File: src/rtl/mke_pkg.sv
// shared types, constants and profile tables for the musical key estimator
// no dependencies
package mke_pkg;

    localparam int WEIGHT_BITS = 32;
    localparam int NUM_CLASSES = 12;
    localparam int CLASS_W     = 4;
    localparam int PITCH_W     = 15;
    localparam int LEN_W       = 16;
    localparam int CORR_W      = 16;
    localparam int HIST_BITS   = 14;
    localparam int SUM_W       = WEIGHT_BITS + 4;
    localparam int SHIFT_W     = $clog2(SUM_W);
    localparam int X_W         = HIST_BITS + 5;
    localparam int SXX_W       = 2 * X_W;
    localparam int Y_W         = 14;
    localparam int SXY_W       = X_W + Y_W + 4;
    localparam int SYY_W       = 26;
    localparam int D_W         = 64;
    localparam int DEN_W       = D_W / 2;
    localparam int DIV_STEPS   = 31;
    localparam int R30_W       = 32;
    localparam int CNT_W       = 5;
    localparam int QUEUE_DEPTH = 2;

    localparam int PROF_MAJOR [NUM_CLASSES] =
        '{635, 223, 348, 233, 438, 409, 252, 519, 239, 366, 229, 288};
    localparam int PROF_MINOR [NUM_CLASSES] =
        '{633, 268, 352, 538, 260, 353, 254, 475, 398, 269, 334, 317};

    typedef struct packed {
        logic [CLASS_W-1:0] pclass;
        logic [LEN_W-1:0]   len;
        logic               last;
    } note_t;

    typedef enum logic [3:0] {
        ST_IDLE,
        ST_CHECK,
        ST_SUM,
        ST_SHIFT,
        ST_HIST,
        ST_SXX,
        ST_DMUL,
        ST_SQRT,
        ST_SXY,
        ST_DIV,
        ST_CMP,
        ST_EMIT
    } back_state_t;

    function automatic int profile_at(input logic minor, input int idx);
        int v;
        v = minor ? PROF_MINOR[idx] : PROF_MAJOR[idx];
        return v;
    endfunction

    function automatic int profile_sum(input logic minor);
        int s;
        s = 0;
        for (int i = 0; i < NUM_CLASSES; i++)
            s += profile_at(minor, i);
        return s;
    endfunction

    // centred profile, scaled by the class count
    function automatic logic signed [Y_W-1:0] profile_y(input logic minor,
                                                        input logic [CLASS_W-1:0] idx);
        int v;
        v = 0;
        if (int'(idx) < NUM_CLASSES)
            v = 12 * profile_at(minor, int'(idx)) - profile_sum(minor);
        return Y_W'(v);
    endfunction

    function automatic longint profile_syy(input logic minor);
        longint s;
        longint y;
        s = 0;
        for (int i = 0; i < NUM_CLASSES; i++) begin
            y = longint'(12 * profile_at(minor, i) - profile_sum(minor));
            s += y * y;
        end
        return s;
    endfunction

    localparam logic [SYY_W-1:0] SYY_MAJOR = SYY_W'(profile_syy(1'b0));
    localparam logic [SYY_W-1:0] SYY_MINOR = SYY_W'(profile_syy(1'b1));

endpackage

File: src/rtl/mke_front.sv
// front end: accepts notes and reduces the pitch to a pitch class
// depends on mke_pkg
module mke_front
    import mke_pkg::*;
(
    input  logic               start,
    input  logic               full,
    input  logic [PITCH_W-1:0] note_pitch_q8,
    input  logic [LEN_W-1:0]   note_length,
    input  logic               is_last,
    output logic               push,
    output note_t              push_item
);

    logic [15:0] rounded;
    logic [7:0]  semi;
    logic [13:0] recip;
    logic [7:0]  quot;
    logic [7:0]  rem;
    logic [7:0]  rem_fix;

    always_comb
    begin
        rounded = {1'b0, note_pitch_q8} + 16'd128;
        semi    = rounded[15:8];
        // divide by 12 through multiply by 43/512, then one correction
        recip   = 14'(semi) * 14'd43;
        quot    = 8'(recip >> 9);
        rem     = semi - 8'(quot * 8'd12);
        rem_fix = (rem >= 8'd12) ? rem - 8'd12 : rem;

        push             = start && !full;
        push_item.pclass = rem_fix[CLASS_W-1:0];
        push_item.len    = note_length;
        push_item.last   = is_last;
    end

endmodule

File: config.mk
export PLATFORM = sky130hd
export DESIGN_NAME = mke_front
export DESIGN_NICKNAME = d
export VERILOG_FILES = /design/src/rtl/mke_pkg.sv /design/src/rtl/mke_front.sv
export SDC_FILE = /design/constraint.sdc
export NUM_CORES = 1
export LEC_CHECK = 0
export ABC_AREA = 1
export BUFFER_PORTS_ARGS = -buffer_cell sky130_fd_sc_hd__clkbuf_2
export CORE_MARGIN = 2
export CORE_UTILIZATION = 34
export DETAILED_ROUTE_END_ITERATION = 10
export PLACE_DENSITY = 0.58
export SLEW_MARGIN = 0
export SYNTH_ARGS = -nofsm -noshare
export SYNTH_HDL_FRONTEND = slang
export SYNTH_SLANG_ARGS = --single-unit
File: constraint.sdc
create_clock -name vclk -period 8.3
set_clock_uncertainty 0.2 [all_clocks]
set_input_delay 1.66 -clock vclk [all_inputs]
set_output_delay 1.66 -clock vclk [all_outputs]
set_load 0.005 [all_outputs]
==> impl_results.md <==
* Post-route worst setup slack at -0.478 ns
* FP Rows at 25
* Initial core utilization at 0.354
* Seq/Total Area, Yosys at 0
* PortBufs at 15
* Slowest stage cell, crit path: fa_1
* Syn Area/Cell at between 6 and 7 um2
* Cell Int Power at about 0.00035 W
* CTS Hold Bufs at 0
* Worst EP required at 6.44 ns
* Ys Warns at 0
* HP Class: in -> out
* WP buf/inv at 10
* Mapped Area at 0.00167 mm2
* Final period utilization at 1.06
* Crit path time final at 8.78 ns
* Critical path startpoint category: input pin
* Drt drc at 0
* Worst path depth at 38
* Switch Pwr at 0.000387 W
* Syn_nets at 323
* First-pass GRT wire length at 6.00 mm
* Combinational fraction of design power at 1.000
* DPL Wire Length at between 3 and 4 mm
* Top cell family by delay on the critical path: adder cells
* Syn Inst Count at 241
* Fin. max-slew vios at 0
* Actual slew at the worst max-slew pin at 0.267 ns
* IO Pins at 56
* Placed cells at roughly 350
* FMAX at 0.114 GHz
* Drt pass-1 iters at 6
* Max incr delay on CP at 0.56 ns
* Worst slack, placed at -0.468 ns
* Detailed-route via count at 1538
* Ant. Diodes at 0
* Worst setup path end: push_item[19]
* Most frequent CP cell: nand2_2
* Hold Path Cell Cnt at 0
* Final-report hold violation count at 0
* Congestion Overflow GR at 0
* Most common cell in the synthesized netlist: nand2_1
* Vias in the first global route at 1478
* Final nets at around 380
* Post-synth top area share at 0.284
* Largest cells by area after synthesis: ha_1 (28%), nand2_1 (12%), fa_1 (12%)
* Seq pwr share at 0
* Final setup TNS at -0.952 ns
* CP Class: in -> out
* Share of layout cells above drive strength 1 at 0.414
* Clock share of power at 0
* Post-layout util at 0.485
* Area grow syn2layout at 37.0%
* Final setup viols at 2
* Seq_cells at 0
* Max-Cap Viols at 0
* Crit path DAT at 6.92 ns
* Slew headroom at 0.821
* Final Instance Count excl. Fillers at 359
* Core ar. at 0.00472 mm2
* # clk buffers at 0
* Antenna violations before repair at 0
* Run status: finished with violations
* Switching share of power at 0.523
* Failing checks: negative setup slack
* Launch point of the worst path: note_pitch_q8[9]
* WL final at 3.52 mm
* Total GRT Usage at 0.133
* RSZ-0062 raised after global routing: true
* Vias/cell at 4.28
* Initial drt markers at 38
* Pleak at ~1.3 nW
* IR drop worst, VDD at ~0.00032 V
* Height of the die at between 70 and 80 um
* Crit end category: output pin
* Register area at 0 um2
* Commonest cells in the netlist: nand2_1 (54), inv_1 (53), ha_1 (38), buf_4 (17), nand3_1 (13)
* Yosys cell types at 22
* Gpl congestion at 0.812
* Area leader, netlist: ha_1
* Largest net degree at the start of global routing at 6
* Die X at 74.1 um
* Pwr dens at 323 mW/mm2
* DR WL/cell at 9.79 um
* Routed Antenna Nets at 0
* Tot Pwr at 0.000741 W
* Die ar. at 0.00550 mm2
* Critical path fanouts, max at 4
## layer usage
| metal | track usage | vias up | part of all wire |
|---|---|---|---|
| li1 | - | 837 | - |
| met1 | 0.186 | 685 | 0.48 |
| met2 | 0.243 | 14 | 0.50 |
| met3 | 0.00271 | 2 | 0.020 |
| met4 | 0.00404 | 0 | 0.0011 |
| met5 | 0 | - | 0 |
## power groups by stage
stage                     clock, W  sequential, W  combinational, W
after CTS                        0              0          0.000695
after floorplan                  0              0          0.000469
after global routing             0              0          0.000834
after detailed placement         0              0          0.000655
after global placement           0              0          0.000641
final                            0              0          0.000741
## timing repair
item,in CTS,in global routing
endpoints found under the hold margin,0,0
cloned,0,0
resized for setup,8,26
setup buffers,9,4
setup endpoints to repair,2,2
pin swaps,13,31
## through the flow
| stage | hold WS [ns] | cell area, um2 |
|---|---|---|
| floorplan | 3.15 | 1750 |
| global placement | 3.12 | 2090 |
| detailed placement | 3.12 | 2090 |
| CTS | 3.12 | 2190 |
| global route | 3.12 | 2290 |
| finish | 3.12 | 2290 |
## layout by cell type (no fill, tap or decap), drive strengths merged
master / netlist / layout
nor3: 1 / 1
nand3b: 1 / 1
o21ai: 1 / 1
or2: 1 / 1
ha: 38 / 38
clkbuf: 0 / 10
xor2: 9 / 9
fa: 10 / 10
buf: 17 / 58
nand4: 5 / 5
and2: 1 / 1
nor2: 11 / 11
nand2: 61 / 61
inv: 53 / 53
a21oi: 8 / 8
nand3: 18 / 18
xnor2: 6 / 6
## layout make-up
type                       instances  area [um2]
multi-input combinational        171        1500
timing repair buffer              68         510
inverter                          53         199
tap                               67        83.8
fill                             474        2430
## worst min-delay path by stage
stage | startpoint | endpoint | slack, ns
2_1_floorplan | full | push | 3.15
3_3_place_gp | note_length[12] | push_item[13] | 3.12
3_5_place_dp | note_length[12] | push_item[13] | 3.12
4_1_cts | note_length[12] | push_item[13] | 3.12
5_1_grt | note_length[1] | push_item[2] | 3.12
6_report | is_last | push_item[0] | 3.12
## logic make-up (layout without fill, tap and decap cells)
kind of cell	after synthesis	count (layout)	share of synthesized area
XOR/XNOR	15	15	0.0785
buffers and inverters	70	121	0.195
AO/OA/AOI/OAI	9	9	0.0314
AND/OR/NAND/NOR	99	99	0.291
adder cells (fa/ha/maj)	48	48	0.404
Note: power is estimated with default switching activity, not from simulation.
