$ cat src/rtl/mke_pkg.sv
// shared types, constants and profile tables for the musical key estimator
// no dependencies
package mke_pkg;

    localparam int WEIGHT_BITS = 32;
    localparam int NUM_CLASSES = 12;
    localparam int CLASS_W     = 4;
    localparam int PITCH_W     = 15;
    localparam int LEN_W       = 16;
    localparam int CORR_W      = 16;
    localparam int HIST_BITS   = 14;
    localparam int SUM_W       = WEIGHT_BITS + 4;
    localparam int SHIFT_W     = $clog2(SUM_W);
    localparam int X_W         = HIST_BITS + 5;
    localparam int SXX_W       = 2 * X_W;
    localparam int Y_W         = 14;
    localparam int SXY_W       = X_W + Y_W + 4;
    localparam int SYY_W       = 26;
    localparam int D_W         = 64;
    localparam int DEN_W       = D_W / 2;
    localparam int DIV_STEPS   = 31;
    localparam int R30_W       = 32;
    localparam int CNT_W       = 5;
    localparam int QUEUE_DEPTH = 2;

    localparam int PROF_MAJOR [NUM_CLASSES] =
        '{635, 223, 348, 233, 438, 409, 252, 519, 239, 366, 229, 288};
    localparam int PROF_MINOR [NUM_CLASSES] =
        '{633, 268, 352, 538, 260, 353, 254, 475, 398, 269, 334, 317};

    typedef struct packed {
        logic [CLASS_W-1:0] pclass;
        logic [LEN_W-1:0]   len;
        logic               last;
    } note_t;

    typedef enum logic [3:0] {
        ST_IDLE,
        ST_CHECK,
        ST_SUM,
        ST_SHIFT,
        ST_HIST,
        ST_SXX,
        ST_DMUL,
        ST_SQRT,
        ST_SXY,
        ST_DIV,
        ST_CMP,
        ST_EMIT
    } back_state_t;

    function automatic int profile_at(input logic minor, input int idx);
        int v;
        v = minor ? PROF_MINOR[idx] : PROF_MAJOR[idx];
        return v;
    endfunction

    function automatic int profile_sum(input logic minor);
        int s;
        s = 0;
        for (int i = 0; i < NUM_CLASSES; i++)
            s += profile_at(minor, i);
        return s;
    endfunction

    // centred profile, scaled by the class count
    function automatic logic signed [Y_W-1:0] profile_y(input logic minor,
                                                        input logic [CLASS_W-1:0] idx);
        int v;
        v = 0;
        if (int'(idx) < NUM_CLASSES)
            v = 12 * profile_at(minor, int'(idx)) - profile_sum(minor);
        return Y_W'(v);
    endfunction

    function automatic longint profile_syy(input logic minor);
        longint s;
        longint y;
        s = 0;
        for (int i = 0; i < NUM_CLASSES; i++) begin
            y = longint'(12 * profile_at(minor, i) - profile_sum(minor));
            s += y * y;
        end
        return s;
    endfunction

    localparam logic [SYY_W-1:0] SYY_MAJOR = SYY_W'(profile_syy(1'b0));
    localparam logic [SYY_W-1:0] SYY_MINOR = SYY_W'(profile_syy(1'b1));

endpackage

$ cat src/rtl/mke_back.sv
// back end: weight accumulation and iterative key correlation
// depends on mke_pkg
module mke_back
    import mke_pkg::*;
(
    input  logic                     clk,
    input  logic                     rst_n,
    input  note_t                    head,
    input  logic                     empty,
    output logic                     pop,
    output logic                     done,
    output logic                     key_valid,
    output logic [CLASS_W-1:0]       key_root,
    output logic                     key_minor,
    output logic signed [CORR_W-1:0] key_correlation
);

    back_state_t state_reg, state_next;

    logic [WEIGHT_BITS-1:0]  weight_reg [NUM_CLASSES];
    logic [WEIGHT_BITS-1:0]  total_reg;
    logic [CNT_W-1:0]        cnt_reg;
    logic [SUM_W-1:0]        sum_reg;
    logic [SHIFT_W-1:0]      shift_reg;
    logic [HIST_BITS-1:0]    hist_reg [NUM_CLASSES];
    logic [HIST_BITS-1:0]    t_reg;
    logic signed [X_W-1:0]   x_reg [NUM_CLASSES];
    logic [SXX_W-1:0]        sxx_reg;
    logic                    mode_reg;
    logic [CLASS_W-1:0]      root_reg;
    logic [D_W-1:0]          d_acc_reg;
    logic [D_W-1:0]          d_mcand_reg;
    logic [D_W-1:0]          sq_rem_reg;
    logic [D_W-1:0]          sq_res_reg;
    logic [D_W-1:0]          sq_bit_reg;
    logic [DEN_W-1:0]        den_reg [2];
    logic signed [SXY_W-1:0] sxy_reg;
    logic                    neg_reg;
    logic [DEN_W:0]          div_r_reg;
    logic [DIV_STEPS-1:0]    q_reg;
    logic signed [R30_W-1:0] best_reg;
    logic [CLASS_W-1:0]      best_root_reg;
    logic                    best_minor_reg;
    logic                    done_reg;
    logic                    valid_reg;
    logic [CLASS_W-1:0]      root_out_reg;
    logic                    minor_out_reg;
    logic signed [CORR_W-1:0] corr_reg;

    logic [CLASS_W-1:0]      idx;
    logic [WEIGHT_BITS-1:0]  w_rd;
    logic [WEIGHT_BITS:0]    w_sum;
    logic [WEIGHT_BITS:0]    t_sum;
    logic [WEIGHT_BITS-1:0]  w_shift;
    logic [X_W-1:0]          x12;
    logic signed [X_W-1:0]   xv;
    logic signed [SXX_W-1:0] xsq;
    logic [SYY_W-1:0]        syy;
    logic [D_W-1:0]          d_sum;
    logic [D_W-1:0]          sq_try;
    logic                    sq_ge;
    logic [D_W-1:0]          sq_res_next;
    logic [CLASS_W-1:0]      y_idx;
    logic signed [Y_W-1:0]   yv;
    logic signed [SXY_W-1:0] sxy_next;
    logic [SXY_W-1:0]        sxy_abs;
    logic [DEN_W-1:0]        den;
    logic [DEN_W:0]          div_t;
    logic                    div_ge;
    logic signed [R30_W-1:0] r30;
    logic [R30_W-1:0]        best_abs;
    logic [R30_W-1:0]        rounded;
    logic [CORR_W-1:0]       mag14;
    logic                    last_cnt;

    always_comb
    begin
        idx      = (state_reg == ST_IDLE) ? head.pclass : cnt_reg[CLASS_W-1:0];
        w_rd     = weight_reg[idx];
        w_sum    = {1'b0, w_rd} + (WEIGHT_BITS+1)'(head.len);
        t_sum    = {1'b0, total_reg} + (WEIGHT_BITS+1)'(head.len);
        w_shift  = w_rd >> shift_reg;
        last_cnt = (cnt_reg == CNT_W'(NUM_CLASSES - 1));

        x12 = X_W'(hist_reg[idx]) * X_W'(12);
        xv  = $signed(x12) - $signed(X_W'(t_reg));
        xsq = SXX_W'(xv) * SXX_W'(xv);

        syy   = mode_reg ? SYY_MINOR : SYY_MAJOR;
        d_sum = d_acc_reg + (syy[cnt_reg] ? d_mcand_reg : '0);

        sq_try      = sq_res_reg + sq_bit_reg;
        sq_ge       = (sq_rem_reg >= sq_try);
        sq_res_next = sq_ge ? (sq_res_reg >> 1) + sq_bit_reg : sq_res_reg >> 1;

        // profile index rotated by the candidate root
        y_idx    = (idx >= root_reg) ? idx - root_reg
                                     : idx + CLASS_W'(NUM_CLASSES) - root_reg;
        yv       = profile_y(mode_reg, y_idx);
        sxy_next = sxy_reg + SXY_W'(x_reg[idx] * yv);
        sxy_abs  = sxy_next[SXY_W-1] ? SXY_W'(-sxy_next) : SXY_W'(sxy_next);

        den    = den_reg[mode_reg];
        div_t  = (cnt_reg == '0) ? div_r_reg : {div_r_reg[DEN_W-1:0], 1'b0};
        div_ge = (den != '0) && (div_t >= {1'b0, den});

        r30 = neg_reg ? -$signed({1'b0, q_reg}) : $signed({1'b0, q_reg});

        best_abs = best_reg[R30_W-1] ? R30_W'(-best_reg) : R30_W'(best_reg);
        rounded  = best_abs + (R30_W'(1) << 15);
        mag14    = CORR_W'(rounded >> 16);
    end

    // next state
    always_comb
    begin
        state_next = state_reg;
        case (state_reg)
            ST_IDLE:
                if (!empty && head.last)
                    state_next = ST_CHECK;
            ST_CHECK:
                state_next = (total_reg == '0) ? ST_IDLE : ST_SUM;
            ST_SUM:
                if (last_cnt)
                    state_next = ST_SHIFT;
            ST_SHIFT:
                if (sum_reg[SUM_W-1:HIST_BITS] == '0)
                    state_next = ST_HIST;
            ST_HIST:
                if (last_cnt)
                    state_next = ST_SXX;
            ST_SXX:
                if (last_cnt)
                    state_next = ST_DMUL;
            ST_DMUL:
                if (cnt_reg == CNT_W'(SYY_W - 1))
                    state_next = ST_SQRT;
            ST_SQRT:
                if (cnt_reg == CNT_W'(DEN_W - 1))
                    state_next = mode_reg ? ST_SXY : ST_DMUL;
            ST_SXY:
                if (last_cnt)
                    state_next = ST_DIV;
            ST_DIV:
                if (cnt_reg == CNT_W'(DIV_STEPS - 1))
                    state_next = ST_CMP;
            ST_CMP:
                if (mode_reg && root_reg == CLASS_W'(NUM_CLASSES - 1))
                    state_next = ST_EMIT;
                else
                    state_next = ST_SXY;
            ST_EMIT:
                state_next = ST_IDLE;
            default:
                state_next = ST_IDLE;
        endcase
    end

    // outputs
    always_comb
    begin
        pop             = (state_reg == ST_IDLE) && !empty;
        done            = done_reg;
        key_valid       = valid_reg;
        key_root        = root_out_reg;
        key_minor       = minor_out_reg;
        key_correlation = corr_reg;
    end

    always_ff @(posedge clk or negedge rst_n)
    begin
        if (!rst_n)
        begin
            state_reg <= ST_IDLE;
            done_reg  <= 1'b0;
            total_reg <= '0;
            for (int i = 0; i < NUM_CLASSES; i++)
                weight_reg[i] <= '0;
        end
        else
        begin
            state_reg <= state_next;
            done_reg  <= 1'b0;
            if (pop)
            begin
                weight_reg[idx] <= w_sum[WEIGHT_BITS] ? '1 : w_sum[WEIGHT_BITS-1:0];
                total_reg       <= t_sum[WEIGHT_BITS] ? '1 : t_sum[WEIGHT_BITS-1:0];
            end
            if ((state_reg == ST_CHECK && total_reg == '0) || state_reg == ST_EMIT)
            begin
                done_reg  <= 1'b1;
                total_reg <= '0;
                for (int i = 0; i < NUM_CLASSES; i++)
                    weight_reg[i] <= '0;
            end
        end
    end

    // datapath
    always_ff @(posedge clk)
    begin
        case (state_reg)
            ST_CHECK:
            begin
                cnt_reg   <= '0;
                sum_reg   <= '0;
                shift_reg <= '0;
                valid_reg     <= 1'b0;
                root_out_reg  <= '0;
                minor_out_reg <= 1'b0;
                corr_reg      <= '0;
            end
            ST_SUM:
            begin
                sum_reg <= sum_reg + SUM_W'(w_rd);
                cnt_reg <= last_cnt ? '0 : cnt_reg + 1'b1;
                t_reg   <= '0;
            end
            ST_SHIFT:
                if (sum_reg[SUM_W-1:HIST_BITS] != '0)
                begin
                    sum_reg   <= sum_reg >> 1;
                    shift_reg <= shift_reg + 1'b1;
                end
            ST_HIST:
            begin
                hist_reg[idx] <= w_shift[HIST_BITS-1:0];
                t_reg         <= t_reg + w_shift[HIST_BITS-1:0];
                cnt_reg       <= last_cnt ? '0 : cnt_reg + 1'b1;
                sxx_reg       <= '0;
            end
            ST_SXX:
            begin
                x_reg[idx] <= xv;
                sxx_reg    <= sxx_reg + SXX_W'(xsq);
                cnt_reg    <= last_cnt ? '0 : cnt_reg + 1'b1;
                mode_reg    <= 1'b0;
                d_acc_reg   <= '0;
                d_mcand_reg <= D_W'(sxx_reg + SXX_W'(xsq));
            end
            ST_DMUL:
            begin
                // shift-add product of sxx and the profile sum of squares
                d_acc_reg   <= d_sum;
                d_mcand_reg <= d_mcand_reg << 1;
                if (cnt_reg == CNT_W'(SYY_W - 1))
                begin
                    cnt_reg    <= '0;
                    sq_rem_reg <= d_sum;
                    sq_res_reg <= '0;
                    sq_bit_reg <= D_W'(1) << (D_W - 2);
                end
                else
                    cnt_reg <= cnt_reg + 1'b1;
            end
            ST_SQRT:
            begin
                // integer square root, two bits a step
                if (sq_ge)
                    sq_rem_reg <= sq_rem_reg - sq_try;
                sq_res_reg <= sq_res_next;
                sq_bit_reg <= sq_bit_reg >> 2;
                if (cnt_reg == CNT_W'(DEN_W - 1))
                begin
                    den_reg[mode_reg] <= sq_res_next[DEN_W-1:0];
                    cnt_reg     <= '0;
                    mode_reg    <= ~mode_reg;
                    d_acc_reg   <= '0;
                    d_mcand_reg <= D_W'(sxx_reg);
                    root_reg    <= '0;
                    sxy_reg     <= '0;
                end
                else
                    cnt_reg <= cnt_reg + 1'b1;
            end
            ST_SXY:
            begin
                sxy_reg <= sxy_next;
                if (last_cnt)
                begin
                    cnt_reg   <= '0;
                    neg_reg   <= sxy_next[SXY_W-1];
                    div_r_reg <= sxy_abs[DEN_W:0];
                    q_reg     <= '0;
                end
                else
                    cnt_reg <= cnt_reg + 1'b1;
            end
            ST_DIV:
            begin
                // restoring division, one quotient bit a step
                div_r_reg <= div_ge ? div_t - {1'b0, den} : div_t;
                q_reg     <= {q_reg[DIV_STEPS-2:0], div_ge};
                cnt_reg   <= (cnt_reg == CNT_W'(DIV_STEPS - 1)) ? '0 : cnt_reg + 1'b1;
            end
            ST_CMP:
            begin
                // first candidate always taken, later ones only if strictly better
                if ((root_reg == '0 && !mode_reg) || r30 > best_reg)
                begin
                    best_reg       <= r30;
                    best_root_reg  <= root_reg;
                    best_minor_reg <= mode_reg;
                end
                sxy_reg  <= '0;
                mode_reg <= ~mode_reg;
                if (mode_reg)
                    root_reg <= root_reg + 1'b1;
            end
            ST_EMIT:
            begin
                valid_reg     <= 1'b1;
                root_out_reg  <= best_root_reg;
                minor_out_reg <= best_minor_reg;
                corr_reg      <= best_reg[R30_W-1] ? -$signed(mag14) : $signed(mag14);
            end
            default:
            begin
                cnt_reg <= '0;
            end
        endcase
    end

endmodule

$ cat config.mk
export PLATFORM = sky130hd
export DESIGN_NAME = mke_back
export DESIGN_NICKNAME = d
export VERILOG_FILES = /design/src/rtl/mke_pkg.sv /design/src/rtl/mke_back.sv
export SDC_FILE = /design/constraint.sdc
export NUM_CORES = 2
export LEC_CHECK = 0
export ABC_AREA = 1
export BUFFER_PORTS_ARGS = -buffer_cell sky130_fd_sc_hd__buf_2
export CAP_MARGIN = 10
export CELL_PAD_IN_SITES_DETAIL_PLACEMENT = 1
export CELL_PAD_IN_SITES_GLOBAL_PLACEMENT = 1
export CORE_ASPECT_RATIO = 1.4
export CORE_UTILIZATION = 40
export DETAILED_ROUTE_END_ITERATION = 16
export HOLD_SLACK_MARGIN = 0.05
export PLACE_DENSITY_LB_ADDON = 0.1
export SYNTH_ARGS = -nofsm -noshare
export SYNTH_HDL_FRONTEND = slang
export SYNTH_SLANG_ARGS = --single-unit
$ cat constraint.sdc
create_clock -name clk -period 17.7 [get_ports clk]
set_clock_uncertainty 0.2 [all_clocks]
set_input_delay 0.885 -clock clk [delete_from_list [all_inputs] [get_ports clk]]
set_output_delay 0.885 -clock clk [all_outputs]
set_load 0.05 [all_outputs]
==> metrics.txt <==
status finished, final reports clean; actual slew at the worst max-slew pin 1260 ps; Clock Path Buffers 4; Via Count 94,900; synthesized area 0.112 mm2; area added between synthesis and finish 8.95%; setup bufs post-CTS 0; RSZ-0062 raised after global routing false; most used cell, CP inv_1; CTS tree built; vias in the first global route 105,000; Largest register FFs 384; dominant cells by area after synthesis edfxtp_1 (27%), fa_1 (12%), dfrtp_1 (9.4%); Critical Path Source Type register; Die Y 629 um; Distinct cells, synth 69; Total GRT Usage 0.281; largest net degree at the start of global routing 176; Die X-Extent 450 um; Relative slew margins 0.159; dominant synthesized flop cell edfxtp_1; initial core utilization 0.403; most common cell in the netlist nand2_1; WL final 401,000 um; asr flop ratio synth 0.293; highest clock rate 63.1 MHz; largest area contributor in the netlist edfxtp_1; initial antenna violation count 12; Slew Viols, Final 0; PortBufs 47; Syn Inst Count 13,500; number of DRC markers in iteration 0 5,096; share of cells above drive strength 1 0.0453; first-pass GRT wire length 619,000 um; WHS Path Cells 4; Avg Cell Area, Syn 8.30 um2; CP Data Arrival Time 16,260 ps; drt first pass iters 6; Hold Crit Class input port to register; slowest cell on the critical path nand3_1; Period minus WS final 15,840 ps; max cap viols 0; Yosys top cell area share 0.271; YS warnings 0; H-tree levels 4; Yosys reg bits 1,435; top post-synthesis cells by count nand2_1 (2,716), inv_1 (2,049), nor2_1 (1,560); root buf cell clkbuf_16; worst-skew pair later-pin latency 880 ps; crit-path max cell delay 570 ps; Rows 229; Critical Path Fanout Max 15; HPWL Detailed 308,000 um; CTS sink cnt 1,435; vias per cell 5.47; register area share after synthesis 0.365; critical path class register to register; Final setup viols 0; grt met1 use 0.331; ANT nets after route 0; worst reg2reg path depth 67; CTS Buf Count 170; EDFF count, synth 1,013; clock transition at the registers of the reported paths 60 ps; core area 0.279 mm2; GR Overflow Total 0; Critical Path RT 18,120 ps; final hold violations 0; Top Ports 48; Nets 14,900; layer with the highest usage met2; routability cong. 0.926; Crit. End Element register; GR Layer Usage met3 0.0247; drt wl/cell 23.1 um; setup TNS 0 ps; # DRC 0; Final period util 0.895; M2 GR Usage 0.521; Die ar. 0.283 mm2
cell usage in the layout, fill, tap and decap left out, types with 173 or more instances in the layout:
master     count
xor2_1       284
nand2_1     2715
clkbuf_16    173
edfxtp_1    1013
o21ai_1      200
nor2_1      1537
nand3_1      537
o22ai_1      230
fa_1         646
inv_1       2043
dfrtp_1      421
a21oi_1      769
o21ai_0      834
ha_1         741
critical path, delay by kind of cell (launching register included):
| kind | cells | cell delay (ps) |
|---|---|---|
| flops | 1 | 480 |
| simple gates | 24 | 4410 |
| buf+inv | 13 | 1130 |
| fa+ha+maj | 17 | 6390 |
| compound gates | 11 | 2410 |
| xor+xnor | 2 | 530 |
per-stage QoR:
step	area (um2)	hold WS (ps)	cells	util	setup WS, ps
after global routing	122000	215	17400	0.439	619
final	122000	221	17400	0.439	1860
after global placement	117000	259	17100	0.420	2120
after floorplan	112000	226	13500	-	4050
after detailed placement	117000	264	17100	0.420	1840
after CTS	122000	153	17300	0.439	1810
per-layer routing:
layer / part of all wire / wire length, um / vias up
li1: - / - / 44500
met1: 0.41 / 163000 / 47900
met2: 0.52 / 208000 / 1749
met3: 0.032 / 12800 / 719
met4: 0.042 / 16900 / 0
met5: 0 / 0 / -
worst paths after layout:
kind | from | end | slack, ps
max in group asynchronous | rst_n | weight_reg[177] | 14360
worst min-delay path | head[1] | total_reg[0] | 220
worst min register to register | weight_reg[346] | weight_reg[346] | 280
worst max-delay path | state_reg[0] | div_r_reg[28] | 1860
worst max register to register | state_reg[0] | div_r_reg[28] | 1860
min in group asynchronous | rst_n | weight_reg[6] | 420
timing repair:
action | in CTS | in global routing
resized for setup | 0 | 0
endpoints found under the hold margin | 91 | 0
hold buffers | 1 | 0
final cells by class:
class	instances	area (um2)
fill	33200	156000
multi-input combinational	9626	62100
sequential	1435	41000
inverter	2090	7850
tap	3696	4620
clock buffer	216	4620
timing repair buffer	208	1490
clock inverter	78	778
antenna	5	12.5
logic make-up (layout without fill, tap and decap cells):
family                     after synthesis  count (layout)  synth area share
muxes                                   34              34           0.00304
AOI/OAI and AO/OA                     2512            2512             0.125
buffers and inverters                 2483            2592            0.0849
DFF                                   1435            1435             0.365
other                                    2               8         0.0000668
adders and majority gates             1387            1387             0.198
and+or+nand+nor                       5253            5253             0.190
xor gates and xnor gates               437             437            0.0340
Power is not shown: default switching activity piles up to over one toggle a cycle in this logic, so the estimate is an artifact.
