<file path="src/rtl/mke_pkg.sv">
// shared types, constants and profile tables for the musical key estimator
// no dependencies
package mke_pkg;

    localparam int WEIGHT_BITS = 32;
    localparam int NUM_CLASSES = 12;
    localparam int CLASS_W     = 4;
    localparam int PITCH_W     = 15;
    localparam int LEN_W       = 16;
    localparam int CORR_W      = 16;
    localparam int HIST_BITS   = 14;
    localparam int SUM_W       = WEIGHT_BITS + 4;
    localparam int SHIFT_W     = $clog2(SUM_W);
    localparam int X_W         = HIST_BITS + 5;
    localparam int SXX_W       = 2 * X_W;
    localparam int Y_W         = 14;
    localparam int SXY_W       = X_W + Y_W + 4;
    localparam int SYY_W       = 26;
    localparam int D_W         = 64;
    localparam int DEN_W       = D_W / 2;
    localparam int DIV_STEPS   = 31;
    localparam int R30_W       = 32;
    localparam int CNT_W       = 5;
    localparam int QUEUE_DEPTH = 2;

    localparam int PROF_MAJOR [NUM_CLASSES] =
        '{635, 223, 348, 233, 438, 409, 252, 519, 239, 366, 229, 288};
    localparam int PROF_MINOR [NUM_CLASSES] =
        '{633, 268, 352, 538, 260, 353, 254, 475, 398, 269, 334, 317};

    typedef struct packed {
        logic [CLASS_W-1:0] pclass;
        logic [LEN_W-1:0]   len;
        logic               last;
    } note_t;

    typedef enum logic [3:0] {
        ST_IDLE,
        ST_CHECK,
        ST_SUM,
        ST_SHIFT,
        ST_HIST,
        ST_SXX,
        ST_DMUL,
        ST_SQRT,
        ST_SXY,
        ST_DIV,
        ST_CMP,
        ST_EMIT
    } back_state_t;

    function automatic int profile_at(input logic minor, input int idx);
        int v;
        v = minor ? PROF_MINOR[idx] : PROF_MAJOR[idx];
        return v;
    endfunction

    function automatic int profile_sum(input logic minor);
        int s;
        s = 0;
        for (int i = 0; i < NUM_CLASSES; i++)
            s += profile_at(minor, i);
        return s;
    endfunction

    // centred profile, scaled by the class count
    function automatic logic signed [Y_W-1:0] profile_y(input logic minor,
                                                        input logic [CLASS_W-1:0] idx);
        int v;
        v = 0;
        if (int'(idx) < NUM_CLASSES)
            v = 12 * profile_at(minor, int'(idx)) - profile_sum(minor);
        return Y_W'(v);
    endfunction

    function automatic longint profile_syy(input logic minor);
        longint s;
        longint y;
        s = 0;
        for (int i = 0; i < NUM_CLASSES; i++) begin
            y = longint'(12 * profile_at(minor, i) - profile_sum(minor));
            s += y * y;
        end
        return s;
    endfunction

    localparam logic [SYY_W-1:0] SYY_MAJOR = SYY_W'(profile_syy(1'b0));
    localparam logic [SYY_W-1:0] SYY_MINOR = SYY_W'(profile_syy(1'b1));

endpackage

</file>
<file path="src/rtl/mke_queue.sv">
// short item queue between front and back
// depends on mke_pkg
module mke_queue
    import mke_pkg::*;
(
    input  logic  clk,
    input  logic  rst_n,
    input  logic  push,
    input  note_t push_item,
    input  logic  pop,
    output note_t head,
    output logic  full,
    output logic  empty
);

    localparam int PTR_W   = $clog2(QUEUE_DEPTH);
    localparam int COUNT_W = $clog2(QUEUE_DEPTH + 1);

    note_t              slot_reg [QUEUE_DEPTH];
    logic [PTR_W-1:0]   wr_ptr_reg;
    logic [PTR_W-1:0]   rd_ptr_reg;
    logic [COUNT_W-1:0] count_reg;
    logic [COUNT_W-1:0] count_next;

    assign full  = (count_reg == COUNT_W'(QUEUE_DEPTH));
    assign empty = (count_reg == '0);
    assign head  = slot_reg[rd_ptr_reg];

    always_comb
    begin
        count_next = count_reg;
        if (push && !pop)
            count_next = count_reg + 1'b1;
        else if (pop && !push)
            count_next = count_reg - 1'b1;
    end

    always_ff @(posedge clk or negedge rst_n)
    begin
        if (!rst_n)
        begin
            wr_ptr_reg <= '0;
            rd_ptr_reg <= '0;
            count_reg  <= '0;
        end
        else
        begin
            count_reg <= count_next;
            if (push)
                wr_ptr_reg <= (wr_ptr_reg == PTR_W'(QUEUE_DEPTH - 1)) ? '0 : wr_ptr_reg + 1'b1;
            if (pop)
                rd_ptr_reg <= (rd_ptr_reg == PTR_W'(QUEUE_DEPTH - 1)) ? '0 : rd_ptr_reg + 1'b1;
        end
    end

    always_ff @(posedge clk)
    begin
        if (push)
            slot_reg[wr_ptr_reg] <= push_item;
    end

endmodule

</file>
<file path="config.mk">
export PLATFORM = sky130hd
export DESIGN_NAME = mke_queue
export DESIGN_NICKNAME = d
export VERILOG_FILES = /design/src/rtl/mke_pkg.sv /design/src/rtl/mke_queue.sv
export SDC_FILE = /design/constraint.sdc
export NUM_CORES = 1
export LEC_CHECK = 0
export ABC_AREA = 1
export BUFFER_PORTS_ARGS = -buffer_cell sky130_fd_sc_hd__buf_2
export CAP_MARGIN = 20
export CORE_ASPECT_RATIO = 1.2
export CORE_MARGIN = 1
export CORE_UTILIZATION = 50
export CTS_CLUSTER_DIAMETER = 150
export DETAILED_ROUTE_END_ITERATION = 8
export GPL_TIMING_DRIVEN = 0
export PLACE_DENSITY_LB_ADDON = 0.05
export SYNTH_ARGS = -nofsm -noshare
export SYNTH_HDL_FRONTEND = slang
export SYNTH_SLANG_ARGS = --single-unit
</file>
<file path="constraint.sdc">
create_clock -name clk -period 2.3 [get_ports clk]
set_clock_uncertainty 0.2 [all_clocks]
set_input_delay 0 -clock clk [delete_from_list [all_inputs] [get_ports clk]]
set_output_delay 0 -clock clk [all_outputs]
set_load 0.02 [all_outputs]
</file>
==> results by group, run 1 <==
Outcome
  • Status: finished, violations left
  • Failing checks: DRC

Worst setup path
  • Worst Reg-to-Reg Cells: 2
  • Arrival @ worst endpoint: between 1 and 1.5 ns
  • Class of the most critical setup path: reg2reg
  • WP buf/inv: 1
  • Critical Path Start Type: flip-flop
  • Critical R2R Capture: slot_reg[1][1]$_DFFE_PP_
  • R2r setup slk: roughly 0.63 ns
  • Maximum fanout along the worst path: 21
  • CP Capture Type: flip-flop
  • Max incr delay on CP: about 0.63 ns
  • Required @ worst endpoint: 2.03 ns
  • CP max stage cell: inv_1
  • Delay-heaviest family, CP: buffers and inverters
  • CP Cell Sequence: nand2_1 > inv_1
  • R2r startpoint: wr_ptr_reg$_DFFE_PN0P_

Floorplanning
  • Row Count: 23
  • Boundary Pins: 48
  • Die Y: approximately 66 um
  • Core area: approximately 3300 um^2
  • Die area: roughly 3700 um^2
  • Initial core utilization: a little over half
  • Width of the die: 55.6 um

Synthesis
  • Syn_area_per_cell: 19.2 um^2
  • Top post-synthesis cells by area: edfxtp_1, mux2_2, dfrtp_1
  • Top cell type's share of synthesized area: ~73%
  • Yosys warning total: 0
  • Synth Instances: 90
  • Leading area contributor after synthesis: edfxtp_1
  • Netlist cell types: 12
  • Register area share after synthesis: ~79%
  • Cell area after synthesis: around 1700 um^2
  • Synthesis-stage register bit count: between 40 and 50
  • Synthesized Nets: approximately 120

STA
  • RSZ-0062 raised after global routing: false
  • Final Setup Violations: 0
  • Max Fclk: around 600 MHz
  • Final min period: ~1.7 ns
  • Final Max Tran Viols: 0
  • WHS: 0.222 ns
  • Relative slew slack: 42.2%
  • Hold Fails Final Rpt: 0
  • Least-Margin Pin Slew: roughly 0.87 ns
  • Final period util: slightly above 70%
  • Slack of the critical path: 0.627 ns

Min path
  • HP Class: in2reg
  • Hold Crit Endpoint: slot_reg[1][13]$_DFFE_PP_
  • Hold Path Stages: 2
  • Worst hold path startpoint: push_item[13]

Clock tree
  • Clock-pin slew of the registers on the worst-case setup and hold paths: 0.09 ns
  • Clock Latency Late Sink: roughly 0.29 ns
  • Clock Path Buffers: 2
  • Hold_buf cts: 25
  • Clock tree from TritonCTS: built
  • Clk sinks: between 40 and 50
  • H-tree depth: 2
  • Num CTS Buffers: 5
  • Post-CTS Resized: 0
  • Clk root buf: clkbuf_8
  • Setup bufs post-CTS: 0

Global routing
  • Largest net degree at the start of global routing: 22
  • First-pass GRT wire length: 4.53 mm
  • Antenna violations before repair: 0
  • Vias in the first global route: 1005
  • Global route overflow: 0
  • GRT Overall Usage: between 15 and 20%

Place
  • # port buffers: between 40 and 50
  • Placement Setup Slack: around 0.62 ns
  • Routability congestion estimate: 0.608
  • Hpwl dp: between 1.5 and 2 mm

Power and ir drop
  • Power per cell area: 1100 nW/um^2
  • LEAKAGE: between 0.0009 and 0.001 uW
  • Worst IR Drop VDD: 1080 uV
  • Tot Pwr: 2600 uW

Cells and area
  • Layout cells sized above 1: 46.8%
  • Commonest non-fill, non-tap cells in the layout: buf_2, edfxtp_1, dlygate4sd3_1
  • # nets final: 196
  • Number of diodes: 0
  • Max FFs per register: 42
  • Final Util: between 70% and 80%
  • Most common cell after layout, fill and taps aside: buf_2
  • Layout area overhead: 37.0%
  • Fillers: approximately 220

Detailed routing
  • Vias/cell: about 4.8
  • Drt drc: 2
  • First-pass iteration count of the detailed router: 6
  • Post-DRT Antenna Nets: 0
  • Routed vias: 992
  • Starting DRC count in detailed routing: 19
  • Total wire length: about 2.9 mm
  • Per-cell routed wire length: around 14 um

Flow run
  • Max Cap Viol: 0
cell usage after synthesis, drive strengths merged:
master   n
inv      7
edfxtp  42
dfrtp    4
nand3    1
xor2     2
xnor2    1
nor2     3
nand2    5
mux2    21
nand4    1
buf      2
ha       1
report_power, final:
group / switching [uW] / leakage, uW / internal [uW] / total, uW
Clock: 270 / 0.0000441 / 213 / 483
Sequential: 71.1 / 0.000441 / 1120 / 1190
Combinational: 525 / 0.000470 / 402 / 927
Total: 866 / 0.000956 / 1730 / 2600
how the worst max path moves through the flow:
stage                           startpoint                   endpoint  slack (ns)  cells after the start
floorplan           wr_ptr_reg$_DFFE_PN0P_   slot_reg[0][0]$_DFFE_PP_        0.39                      1
global placement    wr_ptr_reg$_DFFE_PN0P_   slot_reg[0][6]$_DFFE_PP_       -0.08                      1
detailed placement  wr_ptr_reg$_DFFE_PN0P_  slot_reg[1][11]$_DFFE_PP_        0.62                      2
CTS                 wr_ptr_reg$_DFFE_PN0P_  slot_reg[1][15]$_DFFE_PP_        0.61                      2
global route        wr_ptr_reg$_DFFE_PN0P_  slot_reg[1][15]$_DFFE_PP_        0.53                      2
finish              wr_ptr_reg$_DFFE_PN0P_   slot_reg[1][1]$_DFFE_PP_        0.63                      2
kinds of logic (layout without fill, tap and decap cells):
kind of cell,Yosys count,in the layout,synth area share (%)
flops,46,46,78.8
mux,21,21,13.7
simple gates,10,10,2.39
buf+inv,9,90,2.83
xor+xnor,3,3,1.52
fa+ha+maj,1,1,0.725
metal layers:
metal	GRT usage [%]	share of wire (%)	vias up
li1	-	-	492
met1	18.6	41	464
met2	29.5	52	31
met3	6.46	5.1	5
met4	8.44	1.7	0
met5	0	0	-
through the flow:
stage | setup TNS [ns] | area, um^2 | std cells
2_1_floorplan | 0 | 1730 | 90
3_3_place_gp | -1.72 | 2010 | 174
3_5_place_dp | 0 | 2030 | 175
4_1_cts | 0 | 2370 | 208
5_1_grt | 0 | 2370 | 208
6_report | 0 | 2370 | 208
final cells by class:
type	instances	area [um^2]	area share, %
sequential	46	1360	57.5
clock inverter	3	21.3	0.899
multi-input combinational	35	319	13.5
timing repair buffer	73	500	21.2
tap	37	46.3	1.96
clock buffer	5	68.8	2.91
buffer	2	22.5	0.952
inverter	7	26.3	1.11
(Power assumes the default switching activity.)
==> run 2: changes to the inputs <==
==> constraint.sdc (replaced) <==
create_clock -name clk -period 1.6 [get_ports clk]
set_clock_uncertainty 0.2 [all_clocks]
set_input_delay 0 -clock clk [delete_from_list [all_inputs] [get_ports clk]]
set_output_delay 0 -clock clk [all_outputs]
set_load 0.02 [all_outputs]
==> run 2 against run 1 <==
Effect of this change: the run now ends clean; global-route usage decreased by 0.66 points; wire length up 3.6%; first-iteration DRC count unchanged; critical path depth up 1; utilization is 0.53 points higher; critical path type is now reg2out.
==> results by group, run 2 (synthesized netlist as in run 1, its figures left out) <==
Floorplanning
  • Width of the die: about 56 um
  • Die area: around 3700 um^2
  • Row Count: 23
  • Die Y: 66.4 um
  • Boundary Pins: 48
  • Core area: ~3300 um^2
  • Initial core utilization: between 50% and 60%

Worst setup path
  • Class of the most critical setup path: reg2out
  • CP Cell Sequence: buf_6 > mux2_2 > buf_2
  • Required @ worst endpoint: approximately 1.4 ns
  • Maximum fanout along the worst path: 10
  • Arrival @ worst endpoint: around 1.4 ns
  • CP max stage cell: dfrtp_2
  • R2r setup slk: about 0.060 ns
  • CP Capture Type: output pin
  • Max incr delay on CP: 0.41 ns
  • Critical Path Start Type: flip-flop

Cells and area
  • Most common cell after layout, fill and taps aside: buf_2
  • Max FFs per register: 42
  • # nets final: approximately 200
  • Number of diodes: 0
  • Layout cells sized above 1: between 40% and 50%
  • Commonest non-fill, non-tap cells in the layout: buf_2, edfxtp_1, dlygate4sd3_1
  • Layout area overhead: 38.0%
  • Fillers: roughly 210
  • Design Area, Final: between 2000 and 2500 um^2
  • Final Util: between 70% and 80%

Clock tree
  • Clk sinks: 46
  • Clock-pin slew of the registers on the worst-case setup and hold paths: around 0.07 ns
  • Num CTS Buffers: 5
  • Clock tree from TritonCTS: built
  • Clk root buf: clkbuf_8
  • H-tree depth: 2
  • Clock Path Buffers: 2
  • Clock Latency Late Sink: about 0.29 ns

Power and ir drop
  • Net Sw Frac: between 30% and 40%
  • Sequential power share: 45.6%
  • Power per cell area: 1580 nW/um^2
  • Tot Pwr: roughly 3800 uW
  • LEAKAGE: around 0.00095 uW
  • Internal power: around 2500 uW
  • Net Switching: roughly 1200 uW
  • Clock power frac: 17.1%
  • Worst IR Drop VDD: roughly 1200 uV
  • Gate power share: 37.3%

STA
  • Hold Fails Final Rpt: 0
  • Slack of the critical path: roughly 0.036 ns
  • Final min period: ~1.6 ns
  • Max Fclk: between 600 and 700 MHz
  • Relative slew slack: 57.4%
  • Final Setup Violations: 0
  • TNS Setup: 0 ns
  • Final period util: between 90% and 100%
  • Final Max Tran Viols: 0
  • Least-Margin Pin Slew: 0.638 ns
  • RSZ-0062 raised after global routing: true

Detailed routing
  • First-pass iteration count of the detailed router: 4
  • Drt drc: 0
  • Routed vias: ~1000
  • Vias/cell: ~4.8
  • Per-cell routed wire length: 14.2 um
  • Total wire length: ~3.0 mm
  • Post-DRT Antenna Nets: 0
  • Starting DRC count in detailed routing: 19

Global routing
  • Global route overflow: 0
  • First-pass GRT wire length: between 4 and 5 mm
  • Largest net degree at the start of global routing: 22
  • Vias in the first global route: about 1000
  • Antenna violations before repair: 0
  • GRT Overall Usage: between 15 and 20%

Flow run
  • Max Cap Viol: 0

Place
  • Placement Setup Slack: -0.294 ns
  • # port buffers: 47
  • Routability congestion estimate: around 0.66
  • Hpwl dp: 1.72 mm
  • Dpl cell area: 2010 um^2

Outcome
  • Status: complete, no violations

Min path
  • HP Class: in2reg
[run 2: cell count changes in the layout (fill, tap and decap cells not counted), sizes merged]
cell	before	now
inv	7	6
clkinv	2	0
buf	50	52
clkbuf	5	7
clkinvlp	1	2
[run 2: worst max-delay path, delay by kind of cell (launching register included)]
family   cells  cell delay [ns]
buf+inv      2             0.33
flops        1             0.41
mux          1             0.34
[run 2: per-stage QoR]
step	std cells	hold slack [ns]
floorplan	90	-0.496
global placement	174	-0.392
detailed placement	174	-0.391
CTS	207	0.221
global route	210	0.222
finish	210	0.225
[run 2: routing by layer]
| layer | up-vias | global-route usage (%) | routed length, um |
|---|---|---|---|
| met5 | - | 0 | 0 |
| met3 | 7 | 6.85 | 159 |
| met1 | 474 | 15.8 | 1170 |
| met2 | 31 | 30.0 | 1610 |
| met4 | 0 | 8.75 | 51 |
| li1 | 497 | - | - |
[run 2: worst paths after layout]
| kind | start | end | depth (start not counted) |
|---|---|---|---|
| setup / recovery | rd_ptr_reg$_DFFE_PN0P_ | head[7] | 3 |
| hold / removal | push_item[11] | slot_reg[0][11]$_DFFE_PP_ | 2 |
| setup reg to reg | wr_ptr_reg$_DFFE_PN0P_ | slot_reg[0][4]$_DFFE_PP_ | 1 |
| hold reg to reg | count_reg[1]$_DFFE_PN0P_ | count_reg[1]$_DFFE_PN0P_ | 2 |
| max in group asynchronous | rst_n | rd_ptr_reg$_DFFE_PN0P_ | 3 |
| min in group asynchronous | rst_n | count_reg[1]$_DFFE_PN0P_ | 3 |
[run 2: repair_timing]
item | CTS | global route
buffers inserted | 1 | 1
cloned | 0 | 2
endpoints found under the hold margin | 49 | 0
hold buffers | 25 | 0
resized for setup | 2 | 6
endpoints found under the setup margin | 61 | 40
[run 2: power by group through the flow]
stage | clock network [uW] | logic [uW] | registers (uW)
floorplan | 0 | 912 | 1710
global placement | 0 | 1250 | 1720
detailed placement | 0 | 1260 | 1740
CTS | 659 | 1350 | 1710
global route | 703 | 1500 | 1740
finish | 644 | 1400 | 1720
[run 2: cell type report]
| cell class | count | area [um^2] | share of cell area, % |
|---|---|---|---|
| repair buffers | 75 | 510 | 21.4 |
| clock buffers | 7 | 76.3 | 3.20 |
| well taps | 37 | 46.3 | 1.94 |
| plain buffers | 2 | 22.5 | 0.945 |
| multi-input cells | 35 | 328 | 13.8 |
| inverters | 7 | 30.0 | 1.26 |
| flip-flops and latches | 46 | 1360 | 57.2 |
| repair inverters | 1 | 7.51 | 0.315 |
==> run 3: changes to the inputs <==
--- a/config.mk
+++ b/config.mk
@@ -8,9 +8,11 @@
 export ABC_AREA = 1
 export BUFFER_PORTS_ARGS = -buffer_cell sky130_fd_sc_hd__buf_2
 export CAP_MARGIN = 20
+export CELL_PAD_IN_SITES_DETAIL_PLACEMENT = 1
+export CELL_PAD_IN_SITES_GLOBAL_PLACEMENT = 2
 export CORE_ASPECT_RATIO = 1.2
 export CORE_MARGIN = 1
-export CORE_UTILIZATION = 50
+export CORE_UTILIZATION = 36
 export CTS_CLUSTER_DIAMETER = 150
 export DETAILED_ROUTE_END_ITERATION = 8
 export GPL_TIMING_DRIVEN = 0
==> run 3 against run 2 <==
Effect of this change: combinational power is essentially flat; first-iteration DRC count grew 63%; sequential power is essentially flat; utilization shrank 19 points; largest power group unchanged.
==> results by group, run 3 (synthesized netlist as in run 1, its figures left out) <==
STA
  • Final min period: between 1.5 and 2 ns
  • Relative slew slack: between 50% and 60%
  • Hold Fails Final Rpt: 0
  • WHS: 0.234 ns
  • Final Setup Violations: 0
  • Final Max Tran Viols: 0
  • Final period util: a little over nine tenths
  • Least-Margin Pin Slew: approximately 0.63 ns
  • Max Fclk: 641 MHz
  • RSZ-0062 raised after global routing: true

Cells and area
  • Fillers: between 400 and 500
  • Commonest non-fill, non-tap cells in the layout: buf_2, edfxtp_1, dlygate4sd3_1
  • Layout cells sized above 1: 47.4%
  • Final Util: 53.0%
  • Layout area overhead: 40.9%
  • Most common cell after layout, fill and taps aside: buf_2
  • Max FFs per register: between 40 and 50
  • Number of diodes: 0
  • # nets final: 198

Place
  • Routability congestion estimate: about 0.61
  • Hpwl dp: ~2 mm
  • # port buffers: between 40 and 50

Worst setup path
  • R2r startpoint: wr_ptr_reg$_DFFE_PN0P_
  • Worst Reg-to-Reg Cells: 1
  • Maximum fanout along the worst path: 10
  • Critical R2R Capture: slot_reg[0][13]$_DFFE_PP_
  • Critical Path Start Type: flip-flop
  • Required @ worst endpoint: roughly 1.4 ns
  • Class of the most critical setup path: reg2out
  • R2r setup slk: roughly 0.08 ns
  • CP Capture Type: output pin
  • Arrival @ worst endpoint: 1.36 ns

Detailed routing
  • Total wire length: just over 3 mm
  • Drt drc: 0
  • Routed vias: 1019
  • Per-cell routed wire length: 13.4 um
  • Post-DRT Antenna Nets: 0
  • Starting DRC count in detailed routing: 31
  • First-pass iteration count of the detailed router: 3
  • Vias/cell: approximately 4.4

Clock tree
  • Clk root buf: clkbuf_8
  • Clock Latency Late Sink: 0.29 ns
  • Clock Path Buffers: 2
  • Clock tree from TritonCTS: built
  • H-tree depth: 2
  • Clk sinks: 46
  • Num CTS Buffers: 5
  • Clock-pin slew of the registers on the worst-case setup and hold paths: about 0.08 ns

Min path
  • HP Class: in2reg
  • Worst hold path startpoint: push_item[4]
  • Hold Crit Endpoint: slot_reg[0][4]$_DFFE_PP_
  • Hold Path Stages: 2

Floorplanning
  • Width of the die: about 65 um
  • Core area: 4590 um^2
  • Boundary Pins: 48
  • Row Count: 27
  • Die area: roughly 5100 um^2
  • Initial core utilization: between 30% and 40%
  • Die Y: slightly below 80 um

Global routing
  • GRT Overall Usage: approximately 13%
  • First-pass GRT wire length: roughly 4.8 mm
  • Global route overflow: 0
  • Largest net degree at the start of global routing: 22
  • Vias in the first global route: between 1000 and 1500
  • Antenna violations before repair: 0

Power and ir drop
  • LEAKAGE: roughly 0.00096 uW
  • Power per cell area: between 1500 and 2000 nW/um^2
  • Tot Pwr: ~4000 uW
  • Worst IR Drop VDD: approximately 700 uV

Outcome
  • Status: complete, no violations

Flow run
  • Max Cap Viol: 0
-- run 3: cell count changes in the layout (fill, tap and decap cells not counted), sizes merged --
cell	change
buf	-1
bufinv	+1
-- run 3: layout make-up --
cell class                 count  area [um^2]  share of cell area (%)
tap                           58         72.6                    2.98
sequential                    46         1360                    56.0
timing repair buffer          74          504                    20.7
timing repair inverter         1         7.51                   0.308
inverter                       7         30.0                    1.23
clock buffer                   7         76.3                    3.14
buffer                         2         26.3                    1.08
clock inverter                 1         30.0                    1.23
multi-input combinational     35          324                    13.3
-- run 3: worst max-delay path by stage --
stage | start | cells after the start | endpoint
finish | rd_ptr_reg$_DFFE_PN0P_ | 3 | head[14]
CTS | rd_ptr_reg$_DFFE_PN0P_ | 3 | head[18]
detailed placement | wr_ptr_reg$_DFFE_PN0P_ | 1 | slot_reg[0][20]$_DFFE_PP_
global placement | wr_ptr_reg$_DFFE_PN0P_ | 1 | slot_reg[0][2]$_DFFE_PP_
floorplan | wr_ptr_reg$_DFFE_PN0P_ | 1 | slot_reg[0][0]$_DFFE_PP_
global route | rd_ptr_reg$_DFFE_PN0P_ | 3 | head[5]
-- run 3: timing repair --
item	4_1_cts	5_1_grt
gates resized for setup	3	5
buffers inserted	1	0
hold endpoints to repair	49	0
hold buffers	25	0
gates cloned	1	1
setup endpoints to repair	61	19
-- run 3: power by group --
part	leakage [uW]	total (uW)	switching [uW]	internal (uW)
Sequential	0.000440	1720	111	1610
Clock	0.0000524	820	353	467
Combinational	0.000468	1390	777	617
-- run 3: per-layer routing --
layer	vias up	track usage (%)	part of all wire, %
met1	487	13.4	39
met4	0	5.22	1.5
met3	6	3.24	4.4
li1	498	-	-
met5	-	0	0
met2	28	23.4	55
-- run 3: metrics by stage --
step | std cells | instance area (um^2) | setup TNS [ns] | worst slack [ns]
6_report | 231 | 2430 | 0 | 0.0399
5_1_grt | 231 | 2430 | -0.0993 | -0.0180
4_1_cts | 230 | 2420 | 0 | 0.00709
3_5_place_dp | 195 | 2040 | -8.71 | -0.305
3_3_place_gp | 195 | 2040 | -7.93 | -0.297
2_1_floorplan | 90 | 1730 | 0 | 0.0263
-- run 3: critical path: stages, from the launching register on --
cell and delay, ns:
dfrtp_2 0.43, buf_8 0.16, mux2_2 0.33, buf_2 0.16
